--- src/hw/rtl/gdf_pkg.sv ---
// Shared types and constants for the gage record deframer.
package gdf_pkg;

  // Record layout
  localparam int unsigned NumGages     = 6;
  localparam int unsigned PayloadBytes = 12;
  localparam int unsigned PosWidth     = 4;
  localparam int unsigned SumWidth     = 7;

  localparam logic [PosWidth-1:0] LastPos  = 4'd12;  // checksum byte position
  localparam logic [PosWidth-1:0] SumBytes = 4'd11;  // bytes 0..10 are summed
  localparam int unsigned         ErrBit   = 7;

  // Status code delivered with each record
  typedef enum logic [1:0] {
    StValid     = 2'd0,
    StSensorErr = 2'd1,
    StCsumErr   = 2'd2
  } status_e;

  // One finished record, gages in logical order
  typedef struct packed {
    logic [NumGages-1:0][15:0] gage;
    status_e                   status;
  } rec_t;

endpackage

--- src/hw/rtl/gdf_assembler.sv ---
// Byte position, running checksum and payload store; forms the record on the last byte.
module gdf_assembler (
  input  logic              clk_i,
  input  logic              rst_ni,
  input  logic              xfer_i,
  input  logic [7:0]        rx_byte_i,
  output logic              last_o,
  output gdf_pkg::rec_t     rec_o
);

  logic [gdf_pkg::PosWidth-1:0] pos_q, pos_d;
  logic [gdf_pkg::SumWidth-1:0] sum_q, sum_d;
  logic [7:0]                   bytes_q [gdf_pkg::PayloadBytes];
  gdf_pkg::status_e             status;

  // Any position at or past the checksum byte closes the record
  assign last_o = (pos_q >= gdf_pkg::LastPos);

  // Position and running sum
  always_comb begin
    pos_d = pos_q;
    sum_d = sum_q;
    if (xfer_i) begin
      if (last_o) begin
        pos_d = '0;
        sum_d = '0;
      end else begin
        pos_d = pos_q + 4'd1;
        if (pos_q < gdf_pkg::SumBytes) begin
          sum_d = sum_q + rx_byte_i[gdf_pkg::SumWidth-1:0];
        end
      end
    end
  end

  always_ff @(posedge clk_i or negedge rst_ni) begin
    if (!rst_ni) begin
      pos_q <= '0;
      sum_q <= '0;
    end else begin
      pos_q <= pos_d;
      sum_q <= sum_d;
    end
  end

  // Payload bytes, no reset: all are written before the record closes
  always_ff @(posedge clk_i) begin
    if (xfer_i && !last_o) begin
      bytes_q[pos_q] <= rx_byte_i;
    end
  end

  // Error bit wins over the checksum compare
  always_comb begin
    if (rx_byte_i[gdf_pkg::ErrBit]) begin
      status = gdf_pkg::StSensorErr;
    end else if (rx_byte_i[gdf_pkg::SumWidth-1:0] != sum_q) begin
      status = gdf_pkg::StCsumErr;
    end else begin
      status = gdf_pkg::StValid;
    end
  end

  // Wire order is gage0, gage2, gage4, gage1, gage3, gage5; zero on a bad record
  always_comb begin
    rec_o.status = status;
    rec_o.gage   = '0;
    if (status == gdf_pkg::StValid) begin
      rec_o.gage[0] = {bytes_q[1],  bytes_q[0]};
      rec_o.gage[1] = {bytes_q[7],  bytes_q[6]};
      rec_o.gage[2] = {bytes_q[3],  bytes_q[2]};
      rec_o.gage[3] = {bytes_q[9],  bytes_q[8]};
      rec_o.gage[4] = {bytes_q[5],  bytes_q[4]};
      rec_o.gage[5] = {bytes_q[11], bytes_q[10]};
    end
  end

  // Position never runs past the checksum byte
  assert property (@(posedge clk_i) disable iff (!rst_ni) pos_q <= gdf_pkg::LastPos)
    else $error("byte position out of range");

  // Closing a record restarts position and sum
  assert property (@(posedge clk_i) disable iff (!rst_ni)
    (xfer_i && last_o) |=> (pos_q == '0 && sum_q == '0))
    else $error("record boundary did not clear state");

endmodule

--- src/hw/rtl/gdf_out_reg.sv ---
// Result register with valid/ready toward the consumer.
module gdf_out_reg (
  input  logic          clk_i,
  input  logic          rst_ni,
  input  logic          load_i,
  input  gdf_pkg::rec_t rec_i,
  output logic          valid_o,
  input  logic          ready_i,
  output gdf_pkg::rec_t rec_o
);

  logic          valid_q, valid_d;
  gdf_pkg::rec_t rec_q;

  // Fill on load, drain on transfer
  always_comb begin
    valid_d = valid_q;
    if (load_i) begin
      valid_d = 1'b1;
    end else if (ready_i) begin
      valid_d = 1'b0;
    end
  end

  always_ff @(posedge clk_i or negedge rst_ni) begin
    if (!rst_ni) begin
      valid_q <= 1'b0;
    end else begin
      valid_q <= valid_d;
    end
  end

  always_ff @(posedge clk_i) begin
    if (load_i) begin
      rec_q <= rec_i;
    end
  end

  assign valid_o = valid_q;
  assign rec_o   = rec_q;

  // A held result is never overwritten
  assert property (@(posedge clk_i) disable iff (!rst_ni)
    !(load_i && valid_q && !ready_i))
    else $error("result overwritten before transfer");

endmodule

--- src/hw/rtl/gage_record_deframer_top.sv ---
// Top level of the gage record deframer.
//
//  channel | direction | handshake               | payload
//  --------+-----------+-------------------------+------------------------------------
//  in      | sink      | in_valid_i / in_ready_o | rx_byte_i
//  out     | source    | out_valid_o/out_ready_i | gage0_o..gage5_o, record_status_o
//
// One byte is taken every cycle while in_ready_o is high; the result of a record
// appears in the output register the cycle after its thirteenth byte is transferred.
// in_ready_o drops only on a checksum byte while the previous result is still
// held and out_ready_i is low; payload bytes are taken regardless.
// Reset clears the byte position, running sum and output valid.
module gage_record_deframer_top (
  input  logic        clk_i,
  input  logic        rst_ni,
  input  logic        in_valid_i,
  output logic        in_ready_o,
  input  logic [7:0]  rx_byte_i,
  output logic        out_valid_o,
  input  logic        out_ready_i,
  output logic [15:0] gage0_o,
  output logic [15:0] gage1_o,
  output logic [15:0] gage2_o,
  output logic [15:0] gage3_o,
  output logic [15:0] gage4_o,
  output logic [15:0] gage5_o,
  output logic [1:0]  record_status_o
);

  logic          xfer;
  logic          last;
  gdf_pkg::rec_t rec_asm;
  gdf_pkg::rec_t rec_out;

  // Stall only when a result would land on a held one
  assign in_ready_o = !last || !out_valid_o || out_ready_i;
  assign xfer       = in_valid_i && in_ready_o;

  gdf_assembler u_asm (
    .clk_i     (clk_i),
    .rst_ni    (rst_ni),
    .xfer_i    (xfer),
    .rx_byte_i (rx_byte_i),
    .last_o    (last),
    .rec_o     (rec_asm)
  );

  gdf_out_reg u_out (
    .clk_i   (clk_i),
    .rst_ni  (rst_ni),
    .load_i  (xfer && last),
    .rec_i   (rec_asm),
    .valid_o (out_valid_o),
    .ready_i (out_ready_i),
    .rec_o   (rec_out)
  );

  assign gage0_o         = rec_out.gage[0];
  assign gage1_o         = rec_out.gage[1];
  assign gage2_o         = rec_out.gage[2];
  assign gage3_o         = rec_out.gage[3];
  assign gage4_o         = rec_out.gage[4];
  assign gage5_o         = rec_out.gage[5];
  assign record_status_o = rec_out.status;

endmodule
--- config.mk ---
export PLATFORM = sky130hd
export DESIGN_NAME = gage_record_deframer_top
export DESIGN_NICKNAME = d
export VERILOG_FILES = /design/src/hw/rtl/gdf_pkg.sv /design/src/hw/rtl/gdf_assembler.sv /design/src/hw/rtl/gdf_out_reg.sv /design/src/hw/rtl/gage_record_deframer_top.sv
export SDC_FILE = /design/constraint.sdc
export NUM_CORES = 1
export LEC_CHECK = 0
export ABC_CLOCK_PERIOD_IN_PS = 7600
export BUFFER_PORTS_ARGS = -buffer_cell sky130_fd_sc_hd__buf_2
export CAP_MARGIN = 20
export CORE_ASPECT_RATIO = 0.9
export CORE_MARGIN = 2
export CORE_UTILIZATION = 49
export DETAILED_ROUTE_END_ITERATION = 6
export PLACE_DENSITY = 0.74
export SLEW_MARGIN = 40
export SYNTH_ARGS = -nofsm -noshare
export SYNTH_HDL_FRONTEND = slang
export SYNTH_SLANG_ARGS = --single-unit
export TNS_END_PERCENT = 50
--- constraint.sdc ---
create_clock -name clk_i -period 7.6 [get_ports clk_i]
set_input_delay 1.9 -clock clk_i [delete_from_list [all_inputs] [get_ports clk_i]]
set_output_delay 1.9 -clock clk_i [all_outputs]
set_load 0.01 [all_outputs]
Yosys cells after proc, flatten, opt, wreduce, memory -nomap -nowiden
Memories as Yosys holds them, arrays and structs flattened. A register that Yosys moved wholly into a read port is not among the register bits. Index checks and enable logic that the tools add are counted.

Multiplexer cells: 9. $add $sub $neg: 2. Eq/ne operators: 1. Reduce and logical (&&, ||, !) cells: 23. $lt $le $gt $ge: 2.

Operator list (number): zero test 1 bit (14); 2-to-1 mux 7 bit (2); adder 7 bit (1); inequality test 7 bit (1); adder 4 x 1 -> 4 bit, second input constant (1); >= comparator 4 bit, second input constant (1); < comparator 4 bit, second input constant (1); 2-to-1 mux 1 bit (4); 2-to-1 mux 2 bit (2); 2-to-1 mux 4 bit (1); nonzero test 2 bit (2); logical AND 1 bit (3); zero test 2 bit (1); logical OR 1 bit (2); AND reduction 2 bit (1).

Word-level logic and storage cells: 42. Memories kept: 1. Bits in registers: 14. Output and inout port bits: 100. RAM bits: 96.

Memories: u_asm.bytes_q (words 12, bits a word 8, read ports 12, clocked after Yosys merged registers in 12, wr ports 1, RTL line gdf_assembler.sv:13) `logic [7:0] bytes_q [gdf_pkg::PayloadBytes];`.

Logic depth before layout (Yosys ltp)
Gate-level depths: netlist of run 1.

Depth in word-level cells: 8. Mapped depth: 8.

Hierarchy
From an unflattened synthesis of run 1, not the netlist that was laid out.

Cells, all modules: 413. Area total of the unflattened synthesis: 7465.9 um2.

Modules (own cells, without submodules): gdf_assembler (cells an instance 307, seq. area each 3158.0 um2, times used 1, area an instance 4448.0 um2); gdf_out_reg (cells an instance 101, seq. area each 2967.8 um2, times used 1, area an instance 2979.1 um2); gage_record_deframer_top (cells an instance 5, seq. area each 0.0 um2, times used 1, area an instance 38.8 um2).

Worst setup path after synthesis of run 1
Ideal clock, no wire load.

Path type: input to register. From: in in_valid_i. To: reg u_out.rec_q, in the netlist u_out.rec_o[0], enable pin. Library setup time: 557 ps. Stages on the path: 3. Setup slack: 615 ps. Data arrival time: 6428 ps. Data required time: 7043 ps. Cell sequence: clkbuf_1 -> nand2_1 -> nor2_1.

Longest elaborated chain between the ends: 2.

Ends and longest elaborated chain: start, declared (RTL line gage_record_deframer_top.sv:16) `input logic in_valid_i,`; logical AND 1 bit (RTL line gage_record_deframer_top.sv:37) `assign xfer = in_valid_i && in_ready_o;`; logical AND 1 bit (RTL line gage_record_deframer_top.sv:51) `.load_i (xfer && last),`; via u_out.load_i (RTL line gdf_out_reg.sv:5) `input logic load_i,`; end signal, assigned (RTL line gdf_out_reg.sv:35) `rec_q <= rec_i;`; end, declared (RTL line gdf_out_reg.sv:13) `gdf_pkg::rec_t rec_q;`.

The timed path passes the listed nets, and every way through them passes these cells. A chain may end at the register's enable or synchronous reset.

Final worst setup path of run 1
From: in out_ready_i. To: out in_ready_o.

Longest elaborated chain between the ends: 1.

Ends and longest elaborated chain: start, declared (RTL line gage_record_deframer_top.sv:20) `input logic out_ready_i,`; logical OR 1 bit (RTL line gage_record_deframer_top.sv:36) `assign in_ready_o = !last || !out_valid_o || out_ready_i;`; end, declared (RTL line gage_record_deframer_top.sv:17) `output logic in_ready_o,`.

Every way passes these cells.

==> results of run 1 <==
worst min-delay path by stage:
stage	startpoint	endpoint	slack, ns
6_report	u_asm.sum_q[4]	u_asm.sum_q[4]	0.50
5_1_grt	u_asm.sum_q[0]	u_asm.sum_q[0]	0.52
4_1_cts	u_asm.sum_q[0]	u_asm.sum_q[0]	0.50
3_5_place_dp	u_asm.sum_q[0]	u_asm.sum_q[0]	0.48
3_3_place_gp	u_asm.sum_q[2]	u_asm.sum_q[2]	0.46
2_1_floorplan	u_asm.sum_q[2]	u_asm.sum_q[2]	0.45
cells in the final DEF (no fill, tap or decap), types with 2 or more instances in the layout:
cell	synthesis	routed
edfxtp_1	194	194
buf_2	1	111
and2_1	97	97
clkbuf_16	0	22
nand2_1	20	20
dfrtp_1	12	12
nor2_1	12	10
ha_1	10	10
o21ai_0	9	9
inv_1	6	6
clkbuf_1	7	5
clkinv_2	0	5
xnor2_1	4	4
nor3_2	0	4
nand3_1	4	4
nand2b_1	3	3
nor2_4	0	2
a21o_1	2	2
o211ai_1	2	2
inv_6	0	2
kinds of logic (layout without fill, tap and decap cells):
family / count (synthesis) / in the layout / share of synthesized area, %
flip-flops: 206 / 206 / 82.4
AND/OR/NAND/NOR: 148 / 148 / 11.5
AO/OA/AOI/OAI: 22 / 22 / 2.22
buffers and inverters: 19 / 156 / 1.23
adder cells (fa/ha/maj): 11 / 11 / 1.95
XOR/XNOR: 5 / 5 / 0.589
multiplexers: 1 / 1 / 0.135
flip-flops by register name (all words and copies together) (netlist names):
name           cells
u_asm.sum_q        7
u_asm.pos_q        4
u_out.valid_o      1
u_out.rec_o       98
u_asm.bytes_q     96
final cells by class:
cell class / count / share of cell area [%]
repair buffers: 114 / 6.75
multi-input cells: 187 / 14.1
inverters: 6 / 0.254
well taps: 198 / 2.79
clock buffers: 26 / 6.13
flip-flops and latches: 206 / 69.0
clock inverters: 10 / 0.945
layer usage:
layer	global-route usage, %	vias to the layer above	share of wire, %
li1	-	1736	-
met1	23.1	1777	45
met2	25.0	137	46
met3	2.85	19	6.6
met4	4.59	0	2.1
met5	0	-	0
tightest hold or removal path, delay by kind of cell, from the launching register on:
| kind | cells | cell delay [ns] |
|---|---|---|
| AND/OR/NAND/NOR | 1 | 0.04 |
| flip-flops | 1 | 0.34 |
| AO/OA/AOI/OAI | 1 | 0.07 |
where the power goes:
part	switching (mW)	leakage (nW)	internal, mW
clock network	0.392	0.309	0.544
logic	0.212	1.05	0.125
registers	0.0542	1.93	1.37
stage by stage:
step	hold slack (ns)	area, um2	setup WS (ns)
after floorplan	0.447	7430	0.615
after global placement	0.464	8200	3.31
after detailed placement	0.484	8220	3.23
after CTS	0.498	8840	3.29
after global routing	0.521	8870	3.24
final	0.496	8870	3.29
==> impl_metrics.toml, run 1 <==
[final_layout]
area_growth_pct = 19.4
drive_above_1_share_pct = 28.2
instances_no_fill = 747
antenna_cells = 0
multi_input_area_mm2 = 0.00125
seq_area_mm2 = 0.00613
utilization_pct = 60.1
nets = 559
n_fill_cell = 1100

[grt]
antenna_found_initial = 0
track_usage_pct = 15.9
grt_start_max_net_pins = 78
gr-total-overflow = 0
grt_pass1_vias = 3544
grt_pass1_wl_um = 19500

[yosys]
synth_warnings = 0
synth_edf_count = 194
yosysTopAreaCellShare_pct = 78.4
syn_inst = 412
yosysMostFrequentCell = "edfxtp_1"
seq_area_frac_synth_pct = 82.4
avgSynthCellArea_um2 = 18.0
ys_seq_elements = 206
synth_flop_cell = "edfxtp_1"
syn_area_mm2 = 0.00743
yosys-top-cells-area = "edfxtp_1 78%, and2_1 8.2%, dfrtp_1 4.0%"
yosysTopAreaCell = "edfxtp_1"
syn-num-nets = 435
synth_common_cells = "194 x edfxtp_1, 97 x and2_1, 20 x nand2_1, 12 x dfrtp_1, 12 x nor2_1"
synthDistinctLibCells = 36
synth-async-reset-ratio_pct = 5.83

[cts]
clock_sinks = 206
clk_pin_slew_ns = 0.05
cts_resized = 0
cts_root_buf = "clkbuf_16"
cts_hold_buf = 0
htreeDepth = 1
clock_path_buffers = 3
clk_latency_ns = 0.48
cts_tree = "done"
post_cts_buffers = 0
cts_buffers = 21

[worst_setup_path]
rr_worst_depth = 6
cp.depth = 4
timing.rr.start = "u_asm.sum_q[5]"
worstPathMaxFanout = 3
cp-end-kind = "output pin"
cp-start-kind = "primary input"
r2r_slack_ns = 5.05
crit_end = "in_ready_o"
startpoint = "out_ready_i"
cp_cell_sequence = "buf_2 -> nor2b_1 -> nand2_1 -> buf_2"
path_buf_inv = 2
cp.arrival_ns = 2.41
worstSetupPathType = "in2out"
crit_top_cell = "buf_2"
critPathTopFamily = "buffers and inverters"
worstPathRequired_ns = 5.70
slowest_stage = "buf_2"
slowest_delay_ns = 0.16
rr_endpoint = "u_out.rec_o[19]"

[power_and_ir_drop]
powerDensity_mw_per_mm2 = 304
peakVddDrop_mv = 0.171
leakage_nw = 3.29
p_total_mw = 2.70

[placed_design]
gp_congestion = 0.760
port_buffers = 111
dp_cells = 710
hpwl_um = 7920

[sta]
finalCriticalPeriod_ns = 4.31
hold_viol = 0
timing.final.crit_share_pct = 56.7
report.final.slew_viol_count = 0
max_freq_mhz = 232
relSlewSlack_pct = 47.8
setup-violations-final = 0
worst_pin_slew_ns = 0.779
rsz0062_at_grt = "false"
totalNegativeSetupSlack_ns = 0
clock_skew_ns = 0.0127

[detailed_routing]
postRouteAntennaNets = 0
drtPass1Iterations = 4
drt_iter0_drc = 347
wl_per_cell_um = 17.2
vias_per_cell = 4.91
routed_wl_um = 12800
drcViolationCount = 0
vias = 3669

[die]
num_io_pins = 112
dieArea_mm2 = 0.0162
rows = 42
dieHeight_um = 121
die_x_um = 134
start_util_pct = 50.3
coreArea_mm2 = 0.0148

[outcome]
status = "finished, final reports clean"

[flow_run]
drv_cap = 0

[min_path]
hp-class = "reg2reg"
hold_depth = 2
No activity file was read; power rests on OpenSTA's default activity.
==> inputs of run 2 (changes only) <==
--- a/config.mk
+++ b/config.mk
@@ -5,14 +5,15 @@
 export SDC_FILE = /design/constraint.sdc
 export NUM_CORES = 1
 export LEC_CHECK = 0
-export ABC_CLOCK_PERIOD_IN_PS = 7600
+export ABC_AREA = 1
+export ABC_CLOCK_PERIOD_IN_PS = 3500
 export BUFFER_PORTS_ARGS = -buffer_cell sky130_fd_sc_hd__buf_2
 export CAP_MARGIN = 20
 export CORE_ASPECT_RATIO = 0.9
 export CORE_MARGIN = 2
 export CORE_UTILIZATION = 49
 export DETAILED_ROUTE_END_ITERATION = 6
-export PLACE_DENSITY = 0.74
+export PLACE_DENSITY = 0.77
 export SLEW_MARGIN = 40
 export SYNTH_ARGS = -nofsm -noshare
 export SYNTH_HDL_FRONTEND = slang
==> constraint.sdc (replaced) <==
create_clock -name clk_i -period 3.5 [get_ports clk_i]
set_input_delay 0.875 -clock clk_i [delete_from_list [all_inputs] [get_ports clk_i]]
set_output_delay 0.875 -clock clk_i [all_outputs]
set_load 0.01 [all_outputs]
==> impl_metrics.toml, run 2 <==
[sta]
worst_pin_slew_ns = 0.805
report.final.slew_viol_count = 0
totalNegativeSetupSlack_ns = 0
relSlewSlack_pct = 46.1
setup-violations-final = 0
timing.final.crit_share_pct = 70.2
max_freq_mhz = 407
finalCriticalPeriod_ns = 2.46
rsz0062_at_grt = "false"
clock_skew_ns = 0.00665
timing.final.ws_setup_ns = 1.04
hold_viol = 0

[final_layout]
seq_area_mm2 = 0.00613
largest_reg_flops = 98
drive_above_1_share_pct = 28.1
final_common_cell = "edfxtp_1"
nets = 695
antenna_cells = 0
design_area_mm2 = 0.00916
multi_input_area_mm2 = 0.00103
area_growth_pct = 19.2
layout_common_cells = "194 x edfxtp_1, 121 x inv_1, 111 x buf_2"
n_fill_cell = 1195

[yosys]
yosysTopAreaCell = "edfxtp_1"
synth-async-reset-ratio_pct = 5.83
ys_seq_elements = 206
synth_edf_count = 194
synth_common_cells = "194 x edfxtp_1, 122 x inv_1, 75 x nor2_1, 48 x nand2_1, 40 x nor2_2"
synth_flop_cell = "edfxtp_1"
syn_area_mm2 = 0.00768
yosysMostFrequentCell = "edfxtp_1"
synthDistinctLibCells = 20
synth_warnings = 0
avgSynthCellArea_um2 = 14.2
syn-num-nets = 565
syn_inst = 542
seq_area_frac_synth_pct = 79.8
yosysTopAreaCellShare_pct = 75.9
yosys-top-cells-area = "edfxtp_1 76%, inv_1 6.0%, dfrtp_1 3.9%"

[power_and_ir_drop]
peakVddDrop_mv = 0.268
powerDensity_mw_per_mm2 = 635
leakage_nw = 4.09

[worst_setup_path]
cp-start-kind = "primary input"
cp-end-kind = "flop"
slowest_stage = "ha_1"
cp.arrival_ns = 2.79
rr_worst_depth = 8
worstSetupPathType = "in2reg"
worstPathMaxFanout = 73
worstPathRequired_ns = 3.83
slowest_delay_ns = 0.34
cp_cell_sequence = "buf_2 -> ha_1 -> inv_1 -> nand3_1 -> nor3_2 -> nand2_4 -> buf_12 -> nor2_1"

[placed_design]
placed_area_mm2 = 0.00849
dp_worst_setup_slack_ns = 0.553
port_buffers = 111
gp_congestion = 0.865
hpwl_um = 9380

[cts]
clk_pin_slew_ns = 0.06
clk_latency_ns = 0.49
cts_tree = "done"
cts_hold_buf = 0
cts_root_buf = "clkbuf_16"
clock_path_buffers = 3
post_cts_buffers = 0
cts_buffers = 21
cts_resized = 0
htreeDepth = 1
clock_sinks = 206

[outcome]
status = "finished, final reports clean"

[detailed_routing]
drtPass1Iterations = 5
drcViolationCount = 0
vias = 4254
postRouteAntennaNets = 0
routed_wl_um = 14400
drt_iter0_drc = 307
wl_per_cell_um = 16.2
vias_per_cell = 4.79

[die]
die_x_um = 136
coreArea_mm2 = 0.0154
num_io_pins = 112
rows = 43
start_util_pct = 49.9
dieHeight_um = 123
dieArea_mm2 = 0.0167

[min_path]
hp-class = "in2async"

[flow_run]
drv_cap = 0

[grt]
track_usage_pct = 17.6
antenna_found_initial = 0
grt_pass1_vias = 4162
grt_start_max_net_pins = 74
grt_pass1_wl_um = 22200
gr-total-overflow = 0
run 2: cell count changes after synthesis, sizes merged, moves of 7 or more:
| cell | previous run | this run |
|---|---|---|
| and2 | 97 | 0 |
| clkbuf | 7 | 0 |
| inv | 6 | 122 |
| nand2 | 20 | 48 |
| nand3 | 4 | 12 |
| nor2 | 13 | 115 |
run 2: cells by family after synthesis:
| kind of cell | Yosys count | share of synthesized area, % |
|---|---|---|
| flops | 206 | 79.8 |
| simple gates | 179 | 10.4 |
| buf+inv | 133 | 7.02 |
| compound gates | 12 | 0.815 |
| fa+ha+maj | 11 | 1.89 |
| xor+xnor | 1 | 0.114 |
run 2: worst max-delay path: cells and delay by family:
kind	cells	cell delay (ns)
AND/OR/NAND/NOR	4	0.80
buffers and inverters	3	0.71
adder cells (fa/ha/maj)	1	0.34
run 2: area by class of cell:
cell class                 count  area share (%)
clock buffer                  22            5.78
sequential                   206            66.9
inverter                     123            5.08
clock inverter                15            1.41
tap                          202            2.76
timing repair buffer         117            6.83
multi-input combinational    203            11.2
run 2: power breakdown:
group / internal [mW] / total, mW / switching (mW)
Clock: 1.25 / 2.12 / 0.874
Sequential: 2.92 / 3.00 / 0.0779
Combinational: 0.203 / 0.695 / 0.492
Total: 4.37 / 5.81 / 1.44
run 2: through the flow:
| step | hold WS [ns] | total power, mW | util, % | instances |
|---|---|---|---|---|
| 2_1_floorplan | 0.446 | 3.51 | - | 542 |
| 3_3_place_gp | 0.464 | 3.69 | 55.2 | 851 |
| 3_5_place_dp | 0.476 | 3.73 | 55.2 | 851 |
| 4_1_cts | 0.262 | 5.85 | 59.5 | 888 |
| 5_1_grt | 0.278 | 6.06 | 59.5 | 888 |
| 6_report | 0.269 | 5.81 | 59.5 | 888 |
run 2: routing by layer:
layer | part of all wire, % | wire length (um) | GRT usage [%] | vias to the layer above
li1 | - | - | - | 2012
met1 | 43 | 6160 | 24.1 | 2028
met2 | 48 | 6820 | 29.2 | 179
met3 | 6.8 | 977 | 2.73 | 35
met4 | 2.8 | 398 | 6.18 | 0
met5 | 0 | 0 | 0 | -
run 2: final timing paths:
check | startpoint | to | slack, ns
max | rx_byte_i[5] | u_out.rec_o[30] | 1.04
min | rst_ni | u_out.valid_o | 0.27
max reg2reg | u_asm.pos_q[2] | u_out.rec_o[17] | 1.15
min reg2reg | u_asm.sum_q[5] | u_asm.sum_q[5] | 0.49
max in group asynchronous | rst_ni | u_asm.pos_q[2] | 3.00
min in group clk_i | u_asm.sum_q[5] | u_asm.sum_q[5] | 0.49
